### src/hdl/bpq_pkg.sv
package bpq_pkg;

  localparam int CMD_W    = 2;
  localparam int ITEM_W   = 32;
  localparam int WEIGHT_W = 32;
  localparam int STATUS_W = 2;
  localparam int COUNT_W  = 5;
  localparam int CAP_W    = 5;

  // command codes
  localparam logic [CMD_W-1:0] CMD_INSERT = 2'd0;
  localparam logic [CMD_W-1:0] CMD_UPDATE = 2'd1;
  localparam logic [CMD_W-1:0] CMD_POP    = 2'd2;

  // status codes
  localparam logic [STATUS_W-1:0] ST_OK       = 2'd0;
  localparam logic [STATUS_W-1:0] ST_REJECT   = 2'd1;
  localparam logic [STATUS_W-1:0] ST_EMPTY    = 2'd2;
  localparam logic [STATUS_W-1:0] ST_NOTFOUND = 2'd3;

  localparam logic [CAP_W-1:0] CAP_RESET = 5'd16;

  typedef struct packed {
    logic [CMD_W-1:0]           command;
    logic [ITEM_W-1:0]          item;
    logic signed [WEIGHT_W-1:0] weight;
  } bpq_in_t;

  typedef struct packed {
    logic [STATUS_W-1:0]        status;
    logic                       bumped_valid;
    logic [ITEM_W-1:0]          bumped_item;
    logic [ITEM_W-1:0]          out_item;
    logic signed [WEIGHT_W-1:0] out_weight;
    logic [COUNT_W-1:0]         count;
    logic                       empty_res;
  } bpq_out_t;

  // sequencer status towards the top level
  typedef struct packed {
    logic ready;
    logic res_valid;
  } bpq_stat_t;

endpackage

### src/hdl/bpq_seq.sv
module bpq_seq #(
  parameter int DEPTH      = 16,
  parameter int ITEM_WIDTH = 32
) (
  input  logic                    clk,
  input  logic                    rst_n,
  input  logic                    start_i,
  input  bpq_pkg::bpq_in_t        req_i,
  input  logic [bpq_pkg::CAP_W-1:0] cap_i,
  input  logic                    res_ready_i,
  output bpq_pkg::bpq_stat_t      stat_o,
  output bpq_pkg::bpq_out_t       res_o
);
  import bpq_pkg::*;

  localparam int KW = (ITEM_WIDTH < ITEM_W) ? ITEM_WIDTH : ITEM_W;
  localparam int EW = KW + WEIGHT_W;
  localparam int AW = (DEPTH > 1) ? $clog2(DEPTH) : 1;
  localparam int CW = $clog2(DEPTH + 1);

  typedef enum logic [2:0] {
    S_IDLE, S_EVICT, S_INS_WALK, S_INS_HEAD, S_UPD_SCAN, S_POP_HEAD, S_POP_WALK, S_DONE
  } state_t;

  // entry store: {item, weight}, one read and one write port, registered read
  logic [EW-1:0] mem [DEPTH];
  logic [EW-1:0] rd_data_r;
  logic [AW-1:0] mem_rd_addr;
  logic          mem_wr_en;
  logic [AW-1:0] mem_wr_addr;
  logic [EW-1:0] mem_wr_data;

  state_t                     state_r, state_nxt;
  logic [CW-1:0]              count_r, count_nxt;
  logic [AW-1:0]              j_r, j_nxt;
  logic [KW-1:0]              item_r, item_nxt;
  logic signed [WEIGHT_W-1:0] weight_r, weight_nxt;
  logic                       upd_r, upd_nxt;
  logic [EW-1:0]              prev_r, prev_nxt;
  logic [STATUS_W-1:0]        status_r, status_nxt;
  logic                       bv_r, bv_nxt;
  logic [KW-1:0]              bitem_r, bitem_nxt;
  logic [KW-1:0]              oitem_r, oitem_nxt;
  logic signed [WEIGHT_W-1:0] ow_r, ow_nxt;

  logic [CW-1:0]              cap_eff;
  logic [KW-1:0]              rd_it;
  logic signed [WEIGHT_W-1:0] rd_w;
  logic signed [WEIGHT_W-1:0] prev_w;
  logic [EW-1:0]              new_ent;
  logic [EW-1:0]              req_ent;

  always_ff @(posedge clk) begin
    if (mem_wr_en) begin
      mem[mem_wr_addr] <= mem_wr_data;
    end
    rd_data_r <= mem[mem_rd_addr];
  end

  always_comb begin
    if (cap_i == '0) begin
      cap_eff = CW'(1);
    end else if ({27'd0, cap_i} > 32'(DEPTH)) begin
      cap_eff = CW'(DEPTH);
    end else begin
      cap_eff = CW'(cap_i);
    end
  end

  assign rd_it   = rd_data_r[EW-1:WEIGHT_W];
  assign rd_w    = rd_data_r[WEIGHT_W-1:0];
  assign prev_w  = prev_r[WEIGHT_W-1:0];
  assign new_ent = {item_r, weight_r};
  assign req_ent = {req_i.item[KW-1:0], req_i.weight};

  always_comb begin
    state_nxt   = state_r;
    count_nxt   = count_r;
    j_nxt       = j_r;
    item_nxt    = item_r;
    weight_nxt  = weight_r;
    upd_nxt     = upd_r;
    prev_nxt    = prev_r;
    status_nxt  = status_r;
    bv_nxt      = bv_r;
    bitem_nxt   = bitem_r;
    oitem_nxt   = oitem_r;
    ow_nxt      = ow_r;
    mem_rd_addr = j_r;
    mem_wr_en   = 1'b0;
    mem_wr_addr = j_r;
    mem_wr_data = new_ent;

    case (state_r)
      S_IDLE: begin
        mem_rd_addr = (req_i.command == CMD_INSERT) ? AW'(count_r - CW'(1)) : '0;
        if (start_i) begin
          item_nxt   = req_i.item[KW-1:0];
          weight_nxt = req_i.weight;
          upd_nxt    = 1'b0;
          status_nxt = ST_OK;
          bv_nxt     = 1'b0;
          bitem_nxt  = '0;
          oitem_nxt  = '0;
          ow_nxt     = '0;
          j_nxt      = '0;
          case (req_i.command)
            CMD_INSERT: begin
              if (count_r < cap_eff) begin
                if (count_r == '0) begin
                  mem_wr_en   = 1'b1;
                  mem_wr_addr = '0;
                  mem_wr_data = req_ent;
                  count_nxt   = count_r + CW'(1);
                  state_nxt   = S_DONE;
                end else begin
                  j_nxt     = AW'(count_r - CW'(1));
                  state_nxt = S_INS_WALK;
                end
              end else begin
                state_nxt = S_EVICT;
              end
            end
            CMD_UPDATE: begin
              if (count_r == '0) begin
                status_nxt = ST_NOTFOUND;
                state_nxt  = S_DONE;
              end else begin
                state_nxt = S_UPD_SCAN;
              end
            end
            CMD_POP: begin
              if (count_r == '0) begin
                status_nxt = ST_EMPTY;
                state_nxt  = S_DONE;
              end else begin
                state_nxt = S_POP_HEAD;
              end
            end
            default: begin
              state_nxt = S_DONE;
            end
          endcase
        end
      end

      // last entry is on the read port
      S_EVICT: begin
        if (weight_r < rd_w) begin
          bv_nxt    = 1'b1;
          bitem_nxt = rd_it;
          if (count_r == CW'(1)) begin
            mem_wr_en   = 1'b1;
            mem_wr_addr = '0;
            state_nxt   = S_DONE;
          end else begin
            count_nxt   = count_r - CW'(1);
            mem_rd_addr = AW'(count_r - CW'(2));
            j_nxt       = AW'(count_r - CW'(2));
            state_nxt   = S_INS_WALK;
          end
        end else begin
          status_nxt = ST_REJECT;
          state_nxt  = S_DONE;
        end
      end

      // backward walk: shift larger entries up one, drop the new entry in its slot
      S_INS_WALK: begin
        mem_wr_en   = 1'b1;
        mem_wr_addr = AW'(j_r + 1'b1);
        if (rd_w > weight_r) begin
          mem_wr_data = rd_data_r;
          if (j_r == '0) begin
            state_nxt = S_INS_HEAD;
          end else begin
            mem_rd_addr = AW'(j_r - 1'b1);
            j_nxt       = AW'(j_r - 1'b1);
          end
        end else begin
          if (!upd_r) begin
            count_nxt = count_r + CW'(1);
          end
          state_nxt = S_DONE;
        end
      end

      S_INS_HEAD: begin
        mem_wr_en   = 1'b1;
        mem_wr_addr = '0;
        if (!upd_r) begin
          count_nxt = count_r + CW'(1);
        end
        state_nxt = S_DONE;
      end

      // forward scan for the first matching item, one entry a cycle
      S_UPD_SCAN: begin
        prev_nxt = rd_data_r;
        if (rd_it == item_r) begin
          if (j_r == '0) begin
            state_nxt = S_DONE;
          end else if (weight_r < prev_w) begin
            mem_wr_en   = 1'b1;
            mem_wr_addr = j_r;
            mem_wr_data = prev_r;
            upd_nxt     = 1'b1;
            if (j_r == AW'(1)) begin
              state_nxt = S_INS_HEAD;
            end else begin
              mem_rd_addr = AW'(j_r - 2'd2);
              j_nxt       = AW'(j_r - 2'd2);
              state_nxt   = S_INS_WALK;
            end
          end else begin
            state_nxt = S_DONE;
          end
        end else if (CW'(j_r) + CW'(1) == count_r) begin
          status_nxt = ST_NOTFOUND;
          state_nxt  = S_DONE;
        end else begin
          mem_rd_addr = AW'(j_r + 1'b1);
          j_nxt       = AW'(j_r + 1'b1);
        end
      end

      S_POP_HEAD: begin
        oitem_nxt = rd_it;
        ow_nxt    = rd_w;
        if (count_r == CW'(1)) begin
          count_nxt = '0;
          state_nxt = S_DONE;
        end else begin
          mem_rd_addr = AW'(1);
          j_nxt       = AW'(1);
          state_nxt   = S_POP_WALK;
        end
      end

      // shift remaining entries down one
      S_POP_WALK: begin
        mem_wr_en   = 1'b1;
        mem_wr_addr = AW'(j_r - 1'b1);
        mem_wr_data = rd_data_r;
        if (CW'(j_r) + CW'(1) == count_r) begin
          count_nxt = count_r - CW'(1);
          state_nxt = S_DONE;
        end else begin
          mem_rd_addr = AW'(j_r + 1'b1);
          j_nxt       = AW'(j_r + 1'b1);
        end
      end

      S_DONE: begin
        if (res_ready_i) begin
          state_nxt = S_IDLE;
        end
      end

      default: begin
        state_nxt = S_IDLE;
      end
    endcase
  end

  always_ff @(posedge clk) begin
    if (!rst_n) begin
      state_r <= S_IDLE;
      count_r <= '0;
    end else begin
      state_r <= state_nxt;
      count_r <= count_nxt;
    end
    j_r      <= j_nxt;
    item_r   <= item_nxt;
    weight_r <= weight_nxt;
    upd_r    <= upd_nxt;
    prev_r   <= prev_nxt;
    status_r <= status_nxt;
    bv_r     <= bv_nxt;
    bitem_r  <= bitem_nxt;
    oitem_r  <= oitem_nxt;
    ow_r     <= ow_nxt;
  end

  assign stat_o.ready     = (state_r == S_IDLE);
  assign stat_o.res_valid = (state_r == S_DONE);

  assign res_o.status       = status_r;
  assign res_o.bumped_valid = bv_r;
  assign res_o.bumped_item  = ITEM_W'(bitem_r);
  assign res_o.out_item     = ITEM_W'(oitem_r);
  assign res_o.out_weight   = ow_r;
  assign res_o.count        = COUNT_W'(count_r);
  assign res_o.empty_res    = (count_r == '0);

endmodule

### src/hdl/bounded_priority_queue.sv
// Bounded min-priority queue of (item, weight) pairs, kept in ascending weight
// order with stable ties. Weights are signed Q16.16 and are only compared.
// Input channel in_valid/in_stall/in_data: insert, update weight or pop.
// One result item per input item on out_valid/out_stall/out_data.
// Config channel cfg_valid/cfg_ready/cfg_data writes the capacity; write it only
// while the queue is idle. cfg_ready is always high.
// Steps per item, with n entries stored:
//   insert  backward walk shifting larger entries up
//   update  forward search, then backward move
//   pop     head read, then shift down
// Every walk step is one read plus one write on the entry RAM's two ports, so the
// RAM sets the rate: one item in flight at a time.
// A new item is accepted as soon as the previous result sits in the output register.
// Reset (synchronous, rst_n low) empties the queue and sets capacity to 16; RAM
// contents are left as they are. in_stall is held high during reset.
// While out_stall is high the result holds; the queue finishes at most one more
// item and then waits with in_stall high.
module bounded_priority_queue #(
  parameter int DEPTH      = 16,
  parameter int ITEM_WIDTH = 32
) (
  input  logic                      clk,
  input  logic                      rst_n,
  input  logic                      in_valid,
  output logic                      in_stall,
  input  bpq_pkg::bpq_in_t          in_data,
  output logic                      out_valid,
  input  logic                      out_stall,
  output bpq_pkg::bpq_out_t         out_data,
  input  logic                      cfg_valid,
  output logic                      cfg_ready,
  input  logic [bpq_pkg::CAP_W-1:0] cfg_data
);
  import bpq_pkg::*;

  logic [CAP_W-1:0] cap_r;
  logic             out_valid_r;
  bpq_out_t         out_data_r;
  bpq_stat_t        seq_stat;
  bpq_out_t         seq_res;
  logic             in_take;
  logic             res_ready;

  assign cfg_ready = 1'b1;
  assign in_stall  = !rst_n || !seq_stat.ready;
  assign in_take   = in_valid && !in_stall;
  // output register free, or being emptied this cycle
  assign res_ready = !out_valid_r || !out_stall;

  bpq_seq #(
    .DEPTH      (DEPTH),
    .ITEM_WIDTH (ITEM_WIDTH)
  ) u_seq (
    .clk         (clk),
    .rst_n       (rst_n),
    .start_i     (in_take),
    .req_i       (in_data),
    .cap_i       (cap_r),
    .res_ready_i (res_ready),
    .stat_o      (seq_stat),
    .res_o       (seq_res)
  );

  always_ff @(posedge clk) begin
    if (!rst_n) begin
      cap_r       <= CAP_RESET;
      out_valid_r <= 1'b0;
    end else begin
      if (cfg_valid && cfg_ready) begin
        cap_r <= cfg_data;
      end
      if (seq_stat.res_valid && res_ready) begin
        out_valid_r <= 1'b1;
      end else if (!out_stall) begin
        out_valid_r <= 1'b0;
      end
    end
    if (seq_stat.res_valid && res_ready) begin
      out_data_r <= seq_res;
    end
  end

  assign out_valid = out_valid_r;
  assign out_data  = out_data_r;

`ifndef NO_ASSERTIONS
  // an accepted item keeps the queue busy for at least the next cycle
  a_busy_after_take: assert property (@(posedge clk) disable iff (!rst_n)
    in_take |=> in_stall)
    else $error("queue took a second item straight after the first");

  // eviction only comes with a successful insert
  a_bump_ok: assert property (@(posedge clk) disable iff (!rst_n)
    out_valid_r && out_data_r.bumped_valid |-> out_data_r.status == ST_OK)
    else $error("evicted entry reported with error status");

  // a pop that found nothing leaves the queue empty
  a_empty_pop: assert property (@(posedge clk) disable iff (!rst_n)
    out_valid_r && out_data_r.status == ST_EMPTY |-> out_data_r.empty_res)
    else $error("pop on empty reported a non-empty queue");
`endif

endmodule
### config.mk
export PLATFORM = sky130hd
export DESIGN_NAME = bounded_priority_queue
export DESIGN_NICKNAME = d
export VERILOG_FILES = /design/src/hdl/bpq_pkg.sv /design/src/hdl/bpq_seq.sv /design/src/hdl/bounded_priority_queue.sv
export SDC_FILE = /design/constraint.sdc
export NUM_CORES = 2
export LEC_CHECK = 0
export BUFFER_PORTS_ARGS = -buffer_cell sky130_fd_sc_hd__buf_2
export CAP_MARGIN = 20
export CORE_MARGIN = 8
export CORE_UTILIZATION = 50
export DETAILED_ROUTE_END_ITERATION = 8
export GPL_ROUTABILITY_DRIVEN = 0
export GPL_TIMING_DRIVEN = 0
export HOLD_SLACK_MARGIN = 0.06
export PLACE_DENSITY = 0.76
export SETUP_SLACK_MARGIN = 0.02
export SLEW_MARGIN = 40
export SYNTH_ARGS = -nofsm -noshare
export SYNTH_HDL_FRONTEND = slang
export SYNTH_SLANG_ARGS = --single-unit
### constraint.sdc
create_clock -name clk -period 16.8 [get_ports clk]
set_input_delay 0.84 -clock clk [delete_from_list [all_inputs] [get_ports clk]]
set_output_delay 0.84 -clock clk [all_outputs]
set_load 0.1 [all_outputs]
Word level (Yosys, flattened, before mapping):

Memory sizes are Yosys's and may differ from the RTL's. A register that Yosys moved wholly into a read port is not among the register bits.
Index checks and enable logic that the tools add are counted.

* logic and storage cells: 192
* input bits: 76
* memory bits (read-only): 0
* latch bits: 0
* memories: 1
* flip-flop bits (word level): 351
* bits in writable memories: 1024

* shifts and indexed selects: 0
* multipliers: 0
* add/subtract/negate cells: 7
* bitwise operators: 0
* eq/ne operators: 31
* divide/modulo/power cells: 0
* $lt $le $gt $ge: 5
* mux-type cells: 98
* reductions and logical operators: 29

Memories
* u_seq.mem: words 16, width 64, read ports 1, clocked after Yosys merged registers in 1, wr ports 1, RTL line bpq_seq.sv:26 `logic [EW-1:0] mem [DEPTH];`

Operators by type and width (count)
* two-way mux 64 bit: 8
* case mux 64 bit (4 select lines): 1
* case mux 32 bit (2 select lines): 3
* two-way mux 4 bit: 21
* less-than comparator 32 bit: 2
* two-way mux 32 bit: 2
* two-way mux 5 bit: 12
* case mux 4 bit (6 select lines): 2
* two-way mux 3 bit: 12
* equality test 32 bit: 1
* greater-than comparator 32 bit: 1
* case mux 5 bit (6 select lines): 1
* != test 2 x 1 -> 1 bit, second input constant: 12
* case mux 3 bit (8 select lines): 1
* two-way mux 1 bit: 20
* case mux 4 bit (5 select lines): 1
* two-way mux 2 bit: 8
* equality test 3 bit, second input constant: 4
* nonzero test 6 bit: 2
* logical NOT 5 bit: 2
* != test 2 bit, second input constant: 5
* AND reduction 10 bit: 1
* AND reduction 5 bit: 2
* case mux 3 bit (3 select lines): 1
* other kinds (31): 45

Longest topological paths before layout:

* depth after elaboration: 10
* depth in mapped cells: 18
* gate-level depth less buffers: 13

Modules after synthesis:

A second synthesis with hierarchy kept.

* cells, all modules: 3696
* area total of the unflattened synthesis: 58584.9 sq um

Modules (own cells, without submodules)
* bpq_seq: times used 1, cells each 3566, sequential area each 39157.6 sq um, area each 55179.2 sq um
* bounded_priority_queue: times used 1, cells each 130, sequential area each 3273.1 sq um, area each 3405.8 sq um

Worst setup path before layout:

OpenSTA, ideal clock, no wires.

* path kind: register to register
* start point: register u_seq.state_r[2]
* end point: memory u_seq.mem[8][0] (netlist name) (enable)
* slack: 9673 ps
* path buffers: 1
* required time: 16314 ps
* data arrival time: 6641 ps
* library setup time: 486 ps
* cell stages (with the launch flop): 11
* cell sequence: dfxtp_1 clkbuf_1 nor3_1 nand3_1 inv_1 and3_1 o211a_1 nor3_1 o311a_1 or3_1 nor2_1

* word-level cells in the longest chain between the ends: 9
* elaborated cells between the ends (all ways): 17

Ends and longest elaborated chain
* start: declaration: RTL line bpq_seq.sv:33 `state_t state_r, state_nxt;`
* start signal: assignment: RTL line bpq_seq.sv:271 `state_r <= state_nxt;`
* logical NOT 3 bit: RTL line bpq_seq.sv:94, bpq_seq.sv:286
* logical NOT 1 bit: RTL line bounded_priority_queue.sv:45 `assign in_stall = !rst_n || !seq_stat.ready;`
* logical OR 1 bit: RTL line bounded_priority_queue.sv:45
* logical NOT 1 bit: RTL line bounded_priority_queue.sv:46 `assign in_take = in_valid && !in_stall;`
* logical AND 1 bit: RTL line bounded_priority_queue.sv:46
* two-way mux 1 bit: RTL line bpq_seq.sv:97 `if (start_i) begin`
* case mux 1 bit (4 select lines): RTL line bpq_seq.sv:94 `case (state_r)`
* two-way mux 1 bit: RTL line bpq_seq.sv:54 `if (mem_wr_en) begin`
* two-way mux 1 bit (implied by the code): RTL line bpq_seq.sv:55 `mem[mem_wr_addr] <= mem_wr_data;`
* end: declaration: RTL line bpq_seq.sv:26

Several ways; a longest one is shown, not always the timed one.

Worst setup path in the final report:

* start point: register u_seq.j_r[1]
* end point: register u_seq.rd_data_r[53] (read register of u_seq.mem)

* word-level cells in the longest chain between the ends: 6
* elaborated cells between the ends (all ways): 18

Ends and longest elaborated chain
* start: declaration: RTL line bpq_seq.sv:35 `logic [AW-1:0] j_r, j_nxt;`
* start signal: assignment: RTL line bpq_seq.sv:274 `j_r <= j_nxt;`
* subtractor 4 x 2 -> 4 bit / equality test 4 x 1 -> 1 bit (equally long branches): RTL line bpq_seq.sv:211, bpq_seq.sv:208
* two-way mux 4 bit (3 in series)
* two-way mux 4 bit: RTL line bpq_seq.sv:200 `if (rd_it == item_r) begin`
* case mux 4 bit (6 select lines) *: RTL line bpq_seq.sv:94
* end: declaration: RTL line bpq_seq.sv:27 `logic [EW-1:0] rd_data_r;`

Mark *: on every way between the ends. The rest lies on a longest branch, timed or not.
A chain may end at the register's enable or synchronous reset.

==> run summary <==
The flow ran to the end, but the final reports show violations. The checks that failed: design-rule violations. The layout net count is 4808, and the number of fill cells is 8425. A synthesized cell averages 13.66 um^2. The die is 357.1 um wide.

Measured against its own limit, the worst slew margin works out to 38.09%. Counting the buffers created by CTS gives 133. The logs give 154.8 MHz for the highest attainable clock frequency and 2 for the initial antenna violation count. The first global-routing pass estimated 236.4 mm of wire.

Setup repair after global routing left no endpoint under its margin. Async set-or-reset flop fraction in the synthesized netlist: 0%. Across all layers, the routed design uses 38609 vias. The number of setup buffers added after CTS is 0, and the sequential cell area in the final layout is 0.04243 mm^2. In this run the remaining antenna-violating nets after routing total 0.

The run gives 0 as the number of max-slew violations in the final report. Sorting the synthesized cells by area gives the leading types as sky130_fd_sc_hd__edfxtp_1 70%, sky130_fd_sc_hd__a21oi_1 5.2%, sky130_fd_sc_hd__nand2_1 4.6%. Sequential elements use 72.95% of the synthesized area.

Dividing the detail-routed wire length by the instance count gives 25.59 um. The depth of the CTS H-tree came out at 4. TritonCTS built the clock tree.

The floorplan core area was 0.1157 mm^2. The number of synthesized flops with an enable pin is 1361. The commonest register cell after synthesis is sky130_fd_sc_hd__edfxtp_1. The fraction of final layout cells sized beyond drive strength 1 was 13.68%.

Port buffering added 181 buffers. The via count normalized by instance count works out to 6.141. The clock sink count is 1439.

The max-cap check violation count came out at 0. The data arrival at the endpoint of the critical path is 7.08 ns. After routing, the total negative slack on setup checks comes to 0 ns. The final period utilization is 38.46%, and the number of global-route vias before repair is 38363. Once the clock tree was built, the resizer swapped 0 gates to a different size.

The number of rows in the core area is 125, and the peak fanout along the critical path is 10. 184 I/O pins were placed. Summing all multi-input logic gate instances after layout gives 0.01451 mm^2. At the pin with the least slew margin, the transition time is 0.9287 ns. When the netlist entered floorplanning its net count stood at 4416. The detailed router finished its first iteration with 5026 violations. The logs give 160.9 mm for the final wirelength and 24.52% for the global-route usage over all layers. Between clock sinks in the finished design, the worst skew comes to 0.02832 ns. At the worst endpoint, the required time is 17.42 ns.

For this run the aggregate overflow at the end of global routing stands at 0. In this run the vertical extent of the chip is 357.1 um. The setup path with the least slack is of type flop to flop. The tools report the sort of element at the start of the critical path as a flop. Entering global routing, the biggest net connects 47 pins.

The longest clock path from root to sink contains 3 buffers. For this configuration, the core starts out at a cell density of 50.26%. Setup violations remaining at the end of the flow were counted as 0.

The cell count after placement was 6038. After clock tree synthesis, the clock-pin slew on the worst setup and hold paths is 0.07 ns. The overall die area was 0.1275 mm^2; the detailed-routing iteration count for the pre-antenna-repair pass was 8.

Path category of the worst min-delay check: input pin to flop. The clock insertion delay at the later pin of the skew report is 0.75 ns. The area growth from synthesis to layout is 16.06%. The commonest cells after synthesis are 1361 x sky130_fd_sc_hd__edfxtp_1, 711 x sky130_fd_sc_hd__nand2_1, 603 x sky130_fd_sc_hd__a21oi_1. For the finished layout, the period the worst path requires is 6.462 ns.

Summed over its instances, the top area cell type makes up 70.27% of the synthesized netlist area. Count of endpoints failing hold in the final timing report: 0. The tree is rooted in a sky130_fd_sc_hd__clkbuf_16. For this run, design rule violations remaining after detail routing come to 2. Yosys mapped the design onto 82 distinct sky130hd cell types. Buffers inserted to repair hold after CTS numbered 0.

Biggest area consumer among synthesized cells: sky130_fd_sc_hd__edfxtp_1. The run gives 0 as the number of synthesis warnings. Summed over all nets, the half-perimeter wirelength after detailed placement is 113.9 mm. STA classifies the critical path endpoint as a flop. Yosys instantiated no cell more often than sky130_fd_sc_hd__edfxtp_1. After synthesis the netlist holds a flip-flop and latch count of 1439. After technology mapping, the gate count stands at 4258. Excluding fillers, the count of instances in the completed layout stands at 6287. The netlist area before placement came out at 0.05816 mm^2.
-- final timing paths --
| kind | start | endpoint | slack (ns) | depth (start not counted) |
|---|---|---|---|---|
| worst max-delay path | u_seq.j_r[1] | u_seq.rd_data_r[53] | 10.34 | 17 |
| worst min-delay path | in_data[1] | u_seq.weight_r[1] | 0.31 | 1 |
| worst max register to register | u_seq.j_r[1] | u_seq.rd_data_r[53] | 10.34 | 17 |
| worst min register to register | u_seq.oitem_r[6] | out_data[44] | 0.41 | 0 |
-- cells in the final DEF (no fill, tap or decap), types with 43 or more instances in the layout --
| cell | synthesis | routed |
|---|---|---|
| sky130_fd_sc_hd__clkbuf_1 | 139 | 165 |
| sky130_fd_sc_hd__nand3_1 | 206 | 206 |
| sky130_fd_sc_hd__a221oi_1 | 44 | 44 |
| sky130_fd_sc_hd__clkbuf_16 | 0 | 142 |
| sky130_fd_sc_hd__o32a_1 | 66 | 66 |
| sky130_fd_sc_hd__dfxtp_1 | 78 | 78 |
| sky130_fd_sc_hd__inv_1 | 127 | 125 |
| sky130_fd_sc_hd__edfxtp_1 | 1361 | 1361 |
| sky130_fd_sc_hd__ha_1 | 82 | 82 |
| sky130_fd_sc_hd__nor2_1 | 91 | 73 |
| sky130_fd_sc_hd__a22o_1 | 84 | 84 |
| sky130_fd_sc_hd__and2_1 | 69 | 69 |
| sky130_fd_sc_hd__a21o_1 | 66 | 66 |
| sky130_fd_sc_hd__buf_2 | 73 | 255 |
| sky130_fd_sc_hd__a21oi_1 | 603 | 557 |
| sky130_fd_sc_hd__a221o_1 | 64 | 61 |
| sky130_fd_sc_hd__o21ai_0 | 43 | 43 |
| sky130_fd_sc_hd__nand2_1 | 711 | 710 |
-- flip-flops by register name, indices dropped and copies added (netlist names) --
register / cells
u_seq.mem: 1024
out_data: 105
u_seq.prev_r: 64
u_seq.rd_data_r: 64
u_seq.bitem_r: 32
u_seq.item_r: 32
u_seq.oitem_r: 32
u_seq.ow_r: 32
u_seq.weight_r: 32
cap_r: 5
u_seq.count_r: 5
u_seq.j_r: 4
u_seq.state_r: 3
u_seq.status_r: 2
out_valid: 1
u_seq.bv_r: 1
u_seq.upd_r: 1
-- worst max-delay path, stage by stage, from the launching register on --
cell and delay [ns]:
sky130_fd_sc_hd__edfxtp_1 0.38, sky130_fd_sc_hd__clkbuf_1 0.48, sky130_fd_sc_hd__inv_1 0.32, sky130_fd_sc_hd__ha_1 0.35, sky130_fd_sc_hd__clkbuf_1 0.41, sky130_fd_sc_hd__xor2_1 0.16
sky130_fd_sc_hd__a211oi_2 0.70, sky130_fd_sc_hd__a31oi_1 0.11, sky130_fd_sc_hd__xnor2_1 0.31, sky130_fd_sc_hd__o211ai_1 0.22, sky130_fd_sc_hd__o31ai_4 0.61, sky130_fd_sc_hd__buf_2 0.41
sky130_fd_sc_hd__buf_2 0.55, sky130_fd_sc_hd__clkbuf_1 0.62, sky130_fd_sc_hd__nand2_1 0.12, sky130_fd_sc_hd__nand2_1 0.09, sky130_fd_sc_hd__nand3_1 0.11, sky130_fd_sc_hd__nand3_1 0.32
-- routing by layer --
metal	vias to the layer above	part of all wire [%]	GRT usage, %
li1	16790	-	-
met1	18904	36	30.00
met2	2421	48	40.96
met3	494	11	5.659
met4	0	5.3	12.24
met5	-	0	0
-- final cells by class --
class,instances,area share [%]
Antenna cell,3,0.01112
Buffer,265,1.872
Clock buffer,185,5.636
Clock inverter,60,0.8841
Inverter,128,0.7266
Multi-Input combinational cell,2426,21.50
Sequential cell,1439,62.86
Tap cell,1524,2.825
Timing Repair Buffer,257,3.694
-- logic make-up (layout without fill, tap and decap cells) --
group	Yosys count	after routing	synth area share, %
compound gates	1130	1130	12.83
xor+xnor	45	45	0.7013
fa+ha+maj	82	82	1.764
buf+inv	393	895	2.979
flops	1439	1439	72.95
mux	11	11	0.1958
other cells	1	4	0.006447
simple gates	1157	1157	8.577
-- through the flow --
step                hold slack [ns]  worst slack, ns  utilization (%)  area [um^2]
floorplan                    0.4003            9.673                -        58160
global placement             0.4022            5.654            52.69        60980
detailed placement           0.4045            10.67            54.42        62980
CTS                          0.2698            10.58            58.22        67380
global route                 0.2871            10.19            58.32        67500
finish                       0.3052            10.34            58.33        67500
Power is not shown: default switching activity piles up to over one toggle a cycle in this logic, so the estimate is an artifact.
